--- src/rtl/core/joystick_throttle_mapper_assert.svh ---
// ============================================================================
// Joystick throttle mapper assertion macros
// Concurrent assertion wrappers that compile away when SYNTH is defined.
// ============================================================================
`ifndef JOYSTICK_THROTTLE_MAPPER_ASSERT_SVH
`define JOYSTICK_THROTTLE_MAPPER_ASSERT_SVH

`ifndef SYNTH

// General check, disabled while reset is asserted.
`define JTM_ASSERT(lbl, clk, rstn, prop) \
    lbl: assert property (@(posedge clk) disable iff (!rstn) prop) \
        else $error("joystick_throttle_mapper: assertion failed");

// Checks that a signal is low in the cycle after a reset cycle.
`define JTM_ASSERT_RESET(lbl, clk, rstn, sig) \
    lbl: assert property (@(posedge clk) !rstn |=> !sig) \
        else $error("joystick_throttle_mapper: signal not cleared by reset");

`else

`define JTM_ASSERT(lbl, clk, rstn, prop)
`define JTM_ASSERT_RESET(lbl, clk, rstn, sig)

`endif

`endif

--- src/rtl/core/jtm_pkg.sv ---
// ============================================================================
// Joystick throttle mapper package
// Widths, register map, reset values, mode flag codes and shared types.
// ============================================================================
package jtm_pkg;

    // Field widths.
    localparam int STICK_W = 10;
    localparam int THR_W   = 12;
    localparam int TIME_W  = 32;
    localparam int SEQ_W   = 16;
    localparam int DB_W    = 8;
    localparam int HOLD_W  = 16;
    localparam int ADDR_W  = 5;
    localparam int DATA_W  = 32;

    // Width of stick times throttle span.
    localparam int PROD_W  = STICK_W + THR_W;

    // Largest throttle value delivered.
    localparam logic [THR_W-1:0] THR_MAX = '1;

    // Register map, one 32-bit word per register.
    typedef enum logic [2:0] {
        REG_FAST_REV = 3'd0,
        REG_FAST_FWD = 3'd1,
        REG_SLOW_REV = 3'd2,
        REG_SLOW_FWD = 3'd3,
        REG_STOP     = 3'd4,
        REG_DEADBAND = 3'd5,
        REG_HOLD     = 3'd6
    } reg_idx_t;

    // Register reset values.
    localparam logic [THR_W-1:0]  RST_FAST_REV = 12'd1000;
    localparam logic [THR_W-1:0]  RST_FAST_FWD = 12'd2000;
    localparam logic [THR_W-1:0]  RST_SLOW_REV = 12'd1250;
    localparam logic [THR_W-1:0]  RST_SLOW_FWD = 12'd1750;
    localparam logic [THR_W-1:0]  RST_STOP     = 12'd1500;
    localparam logic [DB_W-1:0]   RST_DEADBAND = 8'd5;
    localparam logic [HOLD_W-1:0] RST_HOLD     = 16'd5000;

    // Mode change flag codes.
    typedef logic [1:0] flag_t;
    localparam flag_t CHG_NONE = 2'd0;
    localparam flag_t CHG_FAST = 2'd1;
    localparam flag_t CHG_SLOW = 2'd2;

    // Per-sample results of the mode tracker.
    typedef struct packed {
        logic [SEQ_W-1:0] seq;
        flag_t            flag;
        logic             fast;
    } mode_info_t;

endpackage

--- src/rtl/core/jtm_mode.sv ---
// ============================================================================
// Joystick throttle mapper mode tracker
// Tracks the mode button, times the hold, toggles slow and fast mode and
// numbers the samples. State advances only on an accepted request.
// ============================================================================
module jtm_mode (
    input  logic                         aclk,
    input  logic                         aresetn,
    input  logic                         accept,
    input  logic                         button_pressed,
    input  logic [jtm_pkg::TIME_W-1:0]   now_ms,
    input  logic [jtm_pkg::HOLD_W-1:0]   hold_ms,
    output jtm_pkg::mode_info_t          info
);
    import jtm_pkg::*;

    logic              fast_reg, fast_next;
    logic [TIME_W-1:0] press_reg, press_next;
    logic              prev_reg;
    logic [SEQ_W-1:0]  seq_reg;
    logic [TIME_W-1:0] press_start;
    logic [TIME_W-1:0] elapsed;
    logic              toggle;

    // A rising button edge restarts the hold timer at the sample time.
    assign press_start = (!prev_reg && button_pressed) ? now_ms : press_reg;
    assign elapsed     = now_ms - press_start;
    assign toggle      = button_pressed && (elapsed > {{(TIME_W-HOLD_W){1'b0}}, hold_ms});

    // Mode and timer updates after a completed hold.
    assign fast_next  = fast_reg ^ toggle;
    assign press_next = toggle ? now_ms : press_start;

    // Results for the sample being accepted.
    always_comb begin
        info.seq  = seq_reg;
        info.fast = fast_next;
        if (!toggle) begin
            info.flag = CHG_NONE;
        end else if (fast_next) begin
            info.flag = CHG_FAST;
        end else begin
            info.flag = CHG_SLOW;
        end
    end

    // State registers; the button reads as held out of reset.
    always_ff @(posedge aclk) begin
        if (!aresetn) begin
            fast_reg  <= 1'b0;
            press_reg <= '0;
            prev_reg  <= 1'b1;
            seq_reg   <= '0;
        end else if (accept) begin
            fast_reg  <= fast_next;
            press_reg <= press_next;
            prev_reg  <= button_pressed;
            seq_reg   <= seq_reg + 1'b1;
        end
    end

endmodule

--- src/rtl/core/joystick_throttle_mapper.sv ---
// ============================================================================
// Joystick throttle mapper
// Maps joystick samples onto a throttle range chosen by a slow/fast mode
// button, applies a deadband around stop and numbers each result.
// ============================================================================
//
//  Channel   Ports                        Moves
//  --------  ---------------------------  ------------------------------------
//  sample    s_valid / s_ready / s_*      stick reading, button level, time
//  result    m_valid / m_ready / m_*      sequence, throttle, flag, mode
//  config    psel/penable/pwrite/paddr    APB register writes and reads
//
//  One request is accepted per cycle while s_ready is high; its result
//  reaches m_* through a five-register pipeline (input, span product,
//  reciprocal product, signed offset, deadband and clamp in the output
//  register). Each stage holds its request while the one after it is full,
//  so a stall on the result side fills the pipeline before s_ready falls.
//  Reset restores the register defaults, slow mode and sequence zero.
//
module joystick_throttle_mapper #(
    parameter int STICK_MAX = 1023
) (
    input  logic                          aclk,
    input  logic                          aresetn,

    input  logic                          s_valid,
    output logic                          s_ready,
    input  logic [jtm_pkg::STICK_W-1:0]   s_stick_sample,
    input  logic                          s_button_pressed,
    input  logic [jtm_pkg::TIME_W-1:0]    s_now_ms,

    output logic                          m_valid,
    input  logic                          m_ready,
    output logic [jtm_pkg::SEQ_W-1:0]     m_sequence_res,
    output logic [jtm_pkg::THR_W-1:0]     m_throttle,
    output logic [1:0]                    m_mode_flag,
    output logic                          m_fast_mode,

    input  logic                          psel,
    input  logic                          penable,
    input  logic                          pwrite,
    input  logic [jtm_pkg::ADDR_W-1:0]    paddr,
    input  logic [jtm_pkg::DATA_W-1:0]    pwdata,
    output logic [jtm_pkg::DATA_W-1:0]    prdata,
    output logic                          pready
);
    import jtm_pkg::*;

    // Exact reciprocal of STICK_MAX for products below 2^PROD_W.
    localparam int          SHIFT   = PROD_W + $clog2(STICK_MAX);
    localparam int          RECIP_W = PROD_W + 1;
    localparam logic [63:0] RECIP   = ((64'd1 << SHIFT) + 64'(STICK_MAX) - 64'd1)
                                      / 64'(STICK_MAX);
    localparam int          FULL_W  = PROD_W + RECIP_W;
    localparam int          VAL_W   = PROD_W + 2;

    // ------------------------------------------------------------------
    // Configuration registers
    // ------------------------------------------------------------------
    logic [THR_W-1:0]  fast_rev_reg, fast_fwd_reg, slow_rev_reg, slow_fwd_reg;
    logic [THR_W-1:0]  stop_reg;
    logic [DB_W-1:0]   db_reg;
    logic [HOLD_W-1:0] hold_reg;
    reg_idx_t          cfg_idx;
    logic              cfg_wr;

    assign pready  = 1'b1;
    assign cfg_idx = reg_idx_t'(paddr[ADDR_W-1:2]);
    assign cfg_wr  = psel && penable && pwrite;

    // Register writes; the unused index is ignored.
    always_ff @(posedge aclk) begin
        if (!aresetn) begin
            fast_rev_reg <= RST_FAST_REV;
            fast_fwd_reg <= RST_FAST_FWD;
            slow_rev_reg <= RST_SLOW_REV;
            slow_fwd_reg <= RST_SLOW_FWD;
            stop_reg     <= RST_STOP;
            db_reg       <= RST_DEADBAND;
            hold_reg     <= RST_HOLD;
        end else if (cfg_wr) begin
            unique case (cfg_idx)
                REG_FAST_REV: fast_rev_reg <= pwdata[THR_W-1:0];
                REG_FAST_FWD: fast_fwd_reg <= pwdata[THR_W-1:0];
                REG_SLOW_REV: slow_rev_reg <= pwdata[THR_W-1:0];
                REG_SLOW_FWD: slow_fwd_reg <= pwdata[THR_W-1:0];
                REG_STOP:     stop_reg     <= pwdata[THR_W-1:0];
                REG_DEADBAND: db_reg       <= pwdata[DB_W-1:0];
                REG_HOLD:     hold_reg     <= pwdata[HOLD_W-1:0];
                default: ;
            endcase
        end
    end

    // Register readback.
    always_comb begin
        unique case (cfg_idx)
            REG_FAST_REV: prdata = {{(DATA_W-THR_W){1'b0}}, fast_rev_reg};
            REG_FAST_FWD: prdata = {{(DATA_W-THR_W){1'b0}}, fast_fwd_reg};
            REG_SLOW_REV: prdata = {{(DATA_W-THR_W){1'b0}}, slow_rev_reg};
            REG_SLOW_FWD: prdata = {{(DATA_W-THR_W){1'b0}}, slow_fwd_reg};
            REG_STOP:     prdata = {{(DATA_W-THR_W){1'b0}}, stop_reg};
            REG_DEADBAND: prdata = {{(DATA_W-DB_W){1'b0}}, db_reg};
            REG_HOLD:     prdata = {{(DATA_W-HOLD_W){1'b0}}, hold_reg};
            default:      prdata = '0;
        endcase
    end

    // ------------------------------------------------------------------
    // Pipeline flow control: a stage loads when it is empty or drains.
    // ------------------------------------------------------------------
    logic v1_reg, v2_reg, v3_reg, v4_reg, m_valid_reg;
    logic rdy1, rdy2, rdy3, rdy4, rdy_o;
    logic accept;

    assign rdy_o   = !m_valid_reg || m_ready;
    assign rdy4    = !v4_reg || rdy_o;
    assign rdy3    = !v3_reg || rdy4;
    assign rdy2    = !v2_reg || rdy3;
    assign rdy1    = !v1_reg || rdy2;
    assign s_ready = rdy1;
    assign accept  = s_valid && rdy1;
    assign m_valid = m_valid_reg;

    always_ff @(posedge aclk) begin
        if (!aresetn) begin
            v1_reg      <= 1'b0;
            v2_reg      <= 1'b0;
            v3_reg      <= 1'b0;
            v4_reg      <= 1'b0;
            m_valid_reg <= 1'b0;
        end else begin
            if (rdy1)  v1_reg      <= s_valid;
            if (rdy2)  v2_reg      <= v1_reg;
            if (rdy3)  v3_reg      <= v2_reg;
            if (rdy4)  v4_reg      <= v3_reg;
            if (rdy_o) m_valid_reg <= v4_reg;
        end
    end

    // ------------------------------------------------------------------
    // Stage 1: mode tracking and input register
    // ------------------------------------------------------------------
    mode_info_t         info;
    mode_info_t         info1_reg, info2_reg, info3_reg, info4_reg;
    logic [STICK_W-1:0] stick1_reg;

    jtm_mode u_mode (
        .aclk           (aclk),
        .aresetn        (aresetn),
        .accept         (accept),
        .button_pressed (s_button_pressed),
        .now_ms         (s_now_ms),
        .hold_ms        (hold_reg),
        .info           (info)
    );

    always_ff @(posedge aclk) begin
        if (accept) begin
            stick1_reg <= s_stick_sample;
            info1_reg  <= info;
        end
    end

    // ------------------------------------------------------------------
    // Stage 2: stick times the magnitude of the mode's span
    // ------------------------------------------------------------------
    logic [THR_W-1:0]  lo1, hi1, span_mag;
    logic [THR_W:0]    span;
    logic              span_neg;
    logic [PROD_W-1:0] pmag2_reg;
    logic              neg2_reg;

    assign lo1      = info1_reg.fast ? fast_rev_reg : slow_rev_reg;
    assign hi1      = info1_reg.fast ? fast_fwd_reg : slow_fwd_reg;
    assign span     = {1'b0, hi1} - {1'b0, lo1};
    assign span_neg = span[THR_W];
    assign span_mag = span_neg ? THR_W'(-span) : span[THR_W-1:0];

    always_ff @(posedge aclk) begin
        if (rdy2 && v1_reg) begin
            pmag2_reg <= PROD_W'(stick1_reg) * PROD_W'(span_mag);
            neg2_reg  <= span_neg;
            info2_reg <= info1_reg;
        end
    end

    // ------------------------------------------------------------------
    // Stage 3: quotient by STICK_MAX through the reciprocal
    // ------------------------------------------------------------------
    logic [RECIP_W-1:0] recip_c;
    logic [FULL_W-1:0]  full_prod;
    logic [FULL_W-1:0]  quot_full;
    logic [PROD_W-1:0]  q3_reg;
    logic               neg3_reg;

    assign recip_c   = RECIP[RECIP_W-1:0];
    assign full_prod = FULL_W'(pmag2_reg) * FULL_W'(recip_c);
    assign quot_full = full_prod >> SHIFT;

    always_ff @(posedge aclk) begin
        if (rdy3 && v2_reg) begin
            q3_reg    <= quot_full[PROD_W-1:0];
            neg3_reg  <= neg2_reg;
            info3_reg <= info2_reg;
        end
    end

    // ------------------------------------------------------------------
    // Stage 4: signed offset from the reverse value
    // ------------------------------------------------------------------
    logic [THR_W-1:0]        lo3;
    logic signed [VAL_W-1:0] q_s, val_sum;
    logic signed [VAL_W-1:0] val4_reg;

    assign lo3     = info3_reg.fast ? fast_rev_reg : slow_rev_reg;
    assign q_s     = signed'({2'b00, q3_reg});
    assign val_sum = signed'(VAL_W'(lo3)) + (neg3_reg ? -q_s : q_s);

    always_ff @(posedge aclk) begin
        if (rdy4 && v3_reg) begin
            val4_reg  <= val_sum;
            info4_reg <= info3_reg;
        end
    end

    // ------------------------------------------------------------------
    // Output stage: deadband snap, then clamp to the throttle range
    // ------------------------------------------------------------------
    logic signed [VAL_W-1:0] stop_s, db_s;
    logic                    in_band;
    logic [THR_W-1:0]        thr_next;
    logic [SEQ_W-1:0]        seq_o_reg;
    logic [THR_W-1:0]        thr_o_reg;
    flag_t                   flag_o_reg;
    logic                    fast_o_reg;

    assign stop_s  = signed'(VAL_W'(stop_reg));
    assign db_s    = signed'(VAL_W'(db_reg));
    assign in_band = (val4_reg < stop_s + db_s) && (val4_reg > stop_s - db_s);

    always_comb begin
        if (in_band) begin
            thr_next = stop_reg;
        end else if (val4_reg < 0) begin
            thr_next = '0;
        end else if (val4_reg > signed'(VAL_W'(THR_MAX))) begin
            thr_next = THR_MAX;
        end else begin
            thr_next = val4_reg[THR_W-1:0];
        end
    end

    always_ff @(posedge aclk) begin
        if (rdy_o && v4_reg) begin
            seq_o_reg  <= info4_reg.seq;
            thr_o_reg  <= thr_next;
            flag_o_reg <= info4_reg.flag;
            fast_o_reg <= info4_reg.fast;
        end
    end

    assign m_sequence_res = seq_o_reg;
    assign m_throttle     = thr_o_reg;
    assign m_mode_flag    = flag_o_reg;
    assign m_fast_mode    = fast_o_reg;

    // ------------------------------------------------------------------
    // Assertions
    // ------------------------------------------------------------------
`include "joystick_throttle_mapper_assert.svh"

    `JTM_ASSERT_RESET(a_rst_mvalid, aclk, aresetn, m_valid_reg)
    `JTM_ASSERT(a_to_fast, aclk, aresetn, m_valid_reg && m_mode_flag == CHG_FAST |-> m_fast_mode)
    `JTM_ASSERT(a_to_slow, aclk, aresetn, m_valid_reg && m_mode_flag == CHG_SLOW |-> !m_fast_mode)
    `JTM_ASSERT(a_flag_code, aclk, aresetn, m_valid_reg |-> m_mode_flag <= CHG_SLOW)
    `JTM_ASSERT(a_empty_ready, aclk, aresetn, !m_valid_reg |-> s_ready)
    `JTM_ASSERT(a_full, aclk, aresetn, v1_reg && v2_reg && v3_reg && v4_reg && !rdy_o |-> !s_ready)

endmodule
--- config.mk ---
export PLATFORM = sky130hd
export DESIGN_NAME = joystick_throttle_mapper
export DESIGN_NICKNAME = d
export VERILOG_FILES = /design/src/rtl/core/jtm_pkg.sv /design/src/rtl/core/jtm_mode.sv /design/src/rtl/core/joystick_throttle_mapper.sv
export VERILOG_INCLUDE_DIRS = /design/src /design/src/rtl/core
export SDC_FILE = /design/constraint.sdc
export NUM_CORES = 1
export LEC_CHECK = 0
export BUFFER_PORTS_ARGS = -buffer_cell sky130_fd_sc_hd__buf_2
export CORE_ASPECT_RATIO = 1.25
export CORE_MARGIN = 4
export CORE_UTILIZATION = 44
export DETAILED_ROUTE_END_ITERATION = 16
export PLACE_DENSITY_LB_ADDON = 0.12
export SLEW_MARGIN = 20
export SYNTH_ARGS = -nofsm -noshare
export SYNTH_HDL_FRONTEND = slang
export SYNTH_SLANG_ARGS = --single-unit
--- constraint.sdc ---
create_clock -name aclk -period 25.5 [get_ports aclk]
set_input_delay 5.1 -clock aclk [delete_from_list [all_inputs] [get_ports aclk]]
set_output_delay 5.1 -clock aclk [all_outputs]
set_load 0.01 [all_outputs]
Word level (Yosys, flattened, before mapping)
Cells that the tools add are included.

word-level totals
  output and inout port bits = 66
  bits of input ports = 87
  ROM bits = 0
  register bits = 317
  bits in latches = 0
  bits in writable memories = 0
  memories kept = 0

cells by class
  div/mod/pow operators = 0
  equality and inequality tests = 6
  bitwise gates (word level) = 1
  shift-type cells = 0
  reductions and logical operators = 29
  multipliers = 2
  add/subtract/negate cells = 8
  $lt $le $gt $ge = 5
  muxes and demuxes = 12

operators with widths
  operator                  count
  $pmux W16 S7              1
  $mux W12                  7
  $mux W32                  2
  $mul A22 B23 Y45 const B  1
  $gt A32 B16 Y1            1
  $sub A32 B32 Y32          1
  $add A13 B24 Y24          1
  $gt A24 B13 Y1            1
  $gt A24 B13 Y1 const B    1
  $lt A24 B1 Y1 const B     1
  $lt A24 B14 Y1            1
  $mux W24                  1
  $neg A13 Y24              1
  $mul A10 B12 Y22          1
  $add A16 B1 Y16 const B   1
  $reduce_and A2 Y1         7
  $add A12 B8 Y13           1
  $sub A12 B12 Y13          1
  $sub A12 B8 Y13           1
  $neg A12 Y12              1
  $logic_and A1 B1 Y1       10
  $eq A3 B3 Y1 const B      3
  $eq A3 B2 Y1 const B      2
  $logic_not A1 Y1          6
  5 further kinds           9

Depth between registers and ports, before layout
Gate-level depths: netlist (run 1).

  depth after elaboration = 8
  gate-level depth with buffers = 37
  gate-level depth less buffers = 34

Hierarchy
A second synthesis (run 1) with hierarchy kept.

second synthesis, totals
  cell total of the unflattened synthesis = 2579
  area, all modules = 25004.0 µm²

by module, submodules not included
  module                    sequential area each (µm²)  cells each  times used  area each (µm²)
  joystick_throttle_mapper  7126.8                      1934        1           20061.7
  jtm_mode                  1001.0                      645         1           4942.2

Least setup slack after synthesis (run 1)
Ideal clock, no wire load.

  kind = input-to-output
  start point = in paddr[3] (netlist bit)
  end point = out prdata[1] (netlist bit)
  arrival = 6.821 ns
  path slack = 13.579 ns
  cell stages on the path = 5
  cell sequence = clkbuf_1 > clkbuf_1 > buf_1 > mux4_2 > mux2_2

between the ends
  word-level cells in the longest chain between the ends = 2

RTL lines
  element                                     RTL line                        source
  start: declaration                          joystick_throttle_mapper.sv:42  input logic [jtm_pkg::ADDR_W-1:0] paddr,
  $eq A3 B3 Y1, or another cell as far along  joystick_throttle_mapper.sv:97  unique case (cfg_idx)
  $pmux W16 S7 (*)                            joystick_throttle_mapper.sv:97
  end: declaration                            joystick_throttle_mapper.sv:44  output logic [jtm_pkg::DATA_W-1:0] prdata,

Every way passes the cells marked *; elsewhere a longest branch is shown, timed or not.

Worst setup path in the final report (run 1)
  start point = in paddr[3] (netlist bit)
  end point = out prdata[5] (netlist bit)

Same word-level chain as after synthesis.

==> flow_metrics.py, run 1 <==
metrics = {
    "route": {
        "via_per_inst": 5.35,
        "wl_per_cell_um": 17.5,
        "drtIter0Drc": 766,
        "drcViolationCount": 0,
        "final_antenna_net_count": 0,
        "met2_wirelength_mm": 28.7,
        "m1WireLength_mm": 24.6,
        "dr.pass1.iters": 5,
        "vias": 17582,
        "highest_layer": "met4",
        "wirelength_mm": 57.4,
        "wl_met3_mm": 2.14,
    },
    "min_path": {
        "hold_path.class": "flip-flop to flip-flop",
    },
    "setup_path": {
        "crit_family": "buffers and inverters",
        "cp_num_buf_inv": 3,
        "critPathMostFrequentCell": "buf_2",
        "critical_path.max_fanout": 35,
        "cpPeakStageDelay_ps": 680,
        "crit_chain": "buf_2 > clkinv_1 > nor2_1 > a22oi_1 > o221ai_1 > buf_2",
        "endpoint_kind": "primary output",
        "worstSetupPathType": "input port to primary output",
        "worst_setup_path_start_kind": "input port",
        "worstPathArrival_ps": 7300,
        "worstPathRequired_ps": 20400,
        "cp_slowest_cell": "buf_2",
    },
    "synthesis": {
        "synth_ff_type": "edfxtp_1",
        "avgSynthCellArea_um2": 9.96,
        "synth.top_cells.by_area": "edfxtp_1, ha_1, dfxtp_1, fa_1, nand2_1",
        "synth_area_leader_cell": "edfxtp_1",
        "synth_top_area_share": 0.219,
        "synth_edf_count": 178,
        "synthesis.instances": 2451,
        "synthTopCellsByCount": "ha_1, nand2_1, inv_1",
        "yosys.cell_types.count": 72,
        "ys_ff_latch": 317,
        "async_flop_share": 0,
        "syn_area_um2": 24400,
        "ys_warn_count": 0,
        "synth_seq_area_share": 0.333,
        "post-synth-top-count-cell": "ha_1",
    },
    "die": {
        "die_h_um": 271,
        "initial_core_util": 0.445,
        "top_level_ports": 153,
        "core-area_um2": 54900,
        "row_count": 96,
        "die_area_um2": 59400,
        "die_x_um": 219,
    },
    "sta": {
        "setup-tns-final_ps": 0,
        "layout_setup_ws_ps": 13100,
        "worst_clock_skew_ps": 17.0,
        "worstMarginPinSlew_ps": 1050,
        "hold_slack_ps": 417,
        "rsz0062_at_grt": "no",
        "post-route-min-period_ps": 12400,
        "setup_violations": 0,
        "fmax_mhz": 80.6,
        "slew_headroom": 0.294,
        "hold_viol": 0,
        "finalCritPeriodShare": 0.486,
        "drv_slew": 0,
    },
    "placed_design": {
        "place_ws_ps": 13160,
        "gp_routability_congestion": 0.875,
        "io_buffer_count": 117,
        "placedCellCount": 3219,
        "place.detailed.hpwl_mm": 43.6,
        "place_area_um2": 25700,
    },
    "clocking": {
        "htreeDepth": 2,
        "cts_setup_buffers": 0,
        "path_clk_slew_ps": 60,
        "insertion_delay_ps": 560,
        "cts_tree": "yes",
        "cts_hold_buf": 0,
        "clock-sinks": 317,
        "numCtsBuffers": 36,
        "cts_root_buffer": "clkbuf_16",
        "clockBufferDepth": 3,
        "cts_resized": 0,
    },
    "power": {
        "p_leak_nw": 11.5,
        "irDropWorstVdd_v": 0.000185,
        "internal_power_mw": 1.99,
        "swShare": 0.430,
        "power_density_nw_per_um2": 130,
        "switching_power_mw": 1.50,
        "clkPwrFrac": 0.148,
        "seq_power_share": 0.207,
        "pwr-share-comb": 0.645,
        "p_total_mw": 3.49,
    },
    "cells_and_area": {
        "largest_register_ffs": 32,
        "drive_above_1_share": 0.105,
        "fin_area_um2": 26900,
        "nFillCells": 5143,
        "nets": 3035,
        "finalNonFillerCells": 3284,
        "finalCoreUtilization": 0.489,
        "syn2layout_area_growth_pct": 9.98,
    },
    "flow_run": {
        "drv_cap": 0,
    },
    "grt": {
        "grt_pass1_wl_mm": 93.1,
        "antenna_found_initial": 1,
        "grt-ovfl-total": 0,
        "grt_pass1_vias": 18239,
        "grt_start_max_net_pins": 109,
        "track_usage": 0.193,
    },
    "run_status": {
        "status": "complete, no violations",
    },
}
## layout make-up
class	count	area, um2	area share
Timing Repair Buffer	129	678	0.0253
Inverter	194	728	0.0271
Antenna cell	1	2.50	0.0000932
Clock buffer	53	1030	0.0382
Tap cell	735	920	0.0342
Sequential cell	317	8130	0.303
Clock inverter	11	144	0.00536
Multi-Input combinational cell	1844	15200	0.567
## power by group through the flow
stage	combinational, mW	clock, mW	sequential (mW)
2_1_floorplan	1.78	0	0.702
3_3_place_gp	2.24	0	0.733
3_5_place_dp	2.27	0	0.733
4_1_cts	2.30	0.535	0.722
5_1_grt	2.65	0.556	0.725
6_report	2.25	0.515	0.721
## cell families (layout without fill, tap and decap cells)
group	count (synthesis)	after routing	share of synthesized area
muxes	151	151	0.0679
buffers and inverters	305	387	0.0500
adders and majority gates	426	426	0.248
DFF	317	317	0.333
AOI/OAI and AO/OA	423	423	0.117
xor gates and xnor gates	117	117	0.0420
and+or+nand+nor	710	710	0.142
other	2	18	0.000308
## cell usage in the layout, fill, tap and decap left out, types with 31 or more instances in the layout
master	instances
mux2i_1	97
ha_1	329
nand2_1	304
nor2b_1	72
a21oi_1	102
mux2_2	47
fa_1	97
a21o_1	31
nand3_1	63
o21a_1	39
nand2b_1	36
dfxtp_1	139
clkbuf_16	37
buf_2	116
xor2_1	33
and2_1	46
nor2_1	67
xnor2_1	81
inv_1	193
a21boi_0	49
edfxtp_1	178
o21ai_0	60
## routing by layer
layer | vias to the layer above | global-route usage
li1 | 8720 | -
met3 | 91 | 0.0273
met2 | 270 | 0.341
met1 | 8501 | 0.239
met5 | - | 0
met4 | 0 | 0.0672
## final timing paths
kind | start | endpoint | slack (ps) | cells past startpoint
worst max register to register | info1_reg[0]$_DFFE_PP_ | pmag2_reg[21]$_DFFE_PP_ | 15670 | 35
worst max-delay path | paddr[3] | prdata[5] | 13100 | 6
worst min register to register | info2_reg[13]$_DFFE_PP_ | info3_reg[13]$_DFFE_PP_ | 420 | 0
worst min-delay path | info2_reg[13]$_DFFE_PP_ | info3_reg[13]$_DFFE_PP_ | 420 | 0
(Power assumes the default switching activity.)
==> run 2, diff against run 1 <==
clock period = 11.8 ns   (was 25.5 ns; I/O delays follow)
==> flow_metrics.py, run 2 (same netlist as run 1, synthesis figures left out) <==
metrics = {
    "power": {
        "irDropWorstVdd_v": 0.000488,
        "p_leak_nw": 11.6,
        "power_density_nw_per_um2": 283,
    },
    "setup_path": {
        "critical_path.max_fanout": 23,
        "endpoint_kind": "flip-flop",
        "worst_setup_path_start_kind": "flip-flop",
        "r2r_start": "info1_reg[0]$_DFFE_PP_",
        "path_depth": 34,
        "cpPeakStageDelay_ps": 560,
        "reg2reg_depth": 34,
        "reg2reg_to": "pmag2_reg[21]$_DFFE_PP_",
        "worstSetupPathType": "flip-flop to flip-flop",
        "cp_num_buf_inv": 6,
        "crit_family": "compound AO/OA/AOI/OAI gates",
        "r2r_setup_slack_ps": 2150,
        "startpoint": "info1_reg[0]$_DFFE_PP_",
        "worstPathArrival_ps": 9950,
        "critPathCapture": "pmag2_reg[21]$_DFFE_PP_",
        "cp_slowest_cell": "fa_1",
        "worstPathRequired_ps": 12100,
    },
    "route": {
        "dr.pass1.iters": 5,
        "via_per_inst": 5.36,
        "wirelength_mm": 57.3,
        "drcViolationCount": 0,
        "final_antenna_net_count": 0,
        "wl_per_cell_um": 17.4,
        "drtIter0Drc": 924,
        "vias": 17647,
    },
    "sta": {
        "post-route-min-period_ps": 9650,
        "fmax_mhz": 104,
        "worst_clock_skew_ps": 19.2,
        "finalCritPeriodShare": 0.818,
        "setup_violations": 0,
        "hold_viol": 0,
        "worstMarginPinSlew_ps": 1060,
        "rsz0062_at_grt": "no",
        "slew_headroom": 0.285,
        "drv_slew": 0,
        "setup-tns-final_ps": 0,
    },
    "cells_and_area": {
        "regArea_um2": 8130,
        "largest_register_ffs": 32,
        "layout_commonest_cell": "ha_1",
        "syn2layout_area_growth_pct": 10.3,
        "layout_common_cells": "ha_1, nand2_1, inv_1",
        "nets": 3039,
        "multiInputGateArea_um2": 15200,
        "drive_above_1_share": 0.108,
        "nFillCells": 5110,
        "finalNonFillerCells": 3291,
    },
    "die": {
        "top_level_ports": 153,
        "die_h_um": 271,
        "die_area_um2": 59400,
        "initial_core_util": 0.445,
        "core-area_um2": 54900,
        "die_x_um": 219,
        "row_count": 96,
    },
    "placed_design": {
        "gp_routability_congestion": 0.836,
        "placedCellCount": 3222,
        "place.detailed.hpwl_mm": 43.5,
        "io_buffer_count": 117,
    },
    "clocking": {
        "path_clk_slew_ps": 60,
        "htreeDepth": 2,
        "cts_hold_buf": 0,
        "numCtsBuffers": 37,
        "cts_tree": "yes",
        "cts_setup_buffers": 0,
        "cts_root_buffer": "clkbuf_16",
        "insertion_delay_ps": 560,
        "clockBufferDepth": 3,
        "clock-sinks": 317,
        "cts_resized": 0,
    },
    "min_path": {
        "hold_path.class": "flip-flop to flip-flop",
    },
    "grt": {
        "antenna_found_initial": 2,
        "track_usage": 0.194,
        "grt_start_max_net_pins": 109,
        "grt_pass1_wl_mm": 93.5,
        "grt-ovfl-total": 0,
        "grt_pass1_vias": 17919,
    },
    "flow_run": {
        "drv_cap": 0,
    },
    "run_status": {
        "status": "complete, no violations",
    },
}
run 2: cell types whose count changed in the layout (fill, tap and decap cells not counted), moves of 2 or more:
cell,delta
inv_6,+2
clkinv_1,+3
clkbuf_8,-2
clkinv_2,+3
buf_4,+3
clkbuf_1,-6
bufinv_16,+2
run 2: area by class of cell:
class                           instances  area share
Timing Repair Buffer                  132      0.0260
Antenna cell                            2    0.000186
Tap cell                              735      0.0341
Sequential cell                       317       0.302
Clock inverter                         21     0.00845
Multi-Input combinational cell       1844       0.565
Inverter                              194      0.0270
Clock buffer                           46      0.0372
run 2: metal layers:
metal	track usage	vias up	share of wire
met4	0.0599	0	0.030
met2	0.335	316	0.50
li1	-	8729	-
met5	0	-	0
met1	0.252	8516	0.43
met3	0.0265	86	0.040
run 2: power by group:
part / internal [mW] / switching [mW]
combinational: 2.21 / 2.67
sequential: 1.44 / 0.118
clock: 0.679 / 0.491
total: 4.34 / 3.28
run 2: worst min path at each step:
stage                                     from                 endpoint  slack [ps]  cells past startpoint
floorplan              info1_reg[10]$_DFFE_PP_  info2_reg[10]$_DFFE_PP_         400                      0
global placement       info1_reg[11]$_DFFE_PP_  info2_reg[11]$_DFFE_PP_         400                      0
detailed placement     info1_reg[11]$_DFFE_PP_  info2_reg[11]$_DFFE_PP_         400                      0
CTS                 info1_reg[1]$_SDFFCE_PN0P_   info2_reg[1]$_DFFE_PP_         410                      0
global route           info3_reg[14]$_DFFE_PP_  info4_reg[14]$_DFFE_PP_         420                      0
finish              info1_reg[1]$_SDFFCE_PN0P_   info2_reg[1]$_DFFE_PP_         410                      0
run 2: metrics by stage:
| stage | setup slack (ps) | utilization | hold WS (ps) | power, mW | cell area [um2] |
|---|---|---|---|---|---|
| 2_1_floorplan | 2870 | - | 400 | 5.38 | 24500 |
| 3_3_place_gp | 2340 | 0.468 | 403 | 6.44 | 25700 |
| 6_report | 2150 | 0.491 | 413 | 7.61 | 26900 |
| 4_1_cts | 2130 | 0.490 | 405 | 7.77 | 26900 |
| 3_5_place_dp | 2170 | 0.468 | 405 | 6.52 | 25700 |
| 5_1_grt | 1440 | 0.491 | 415 | 8.55 | 26900 |
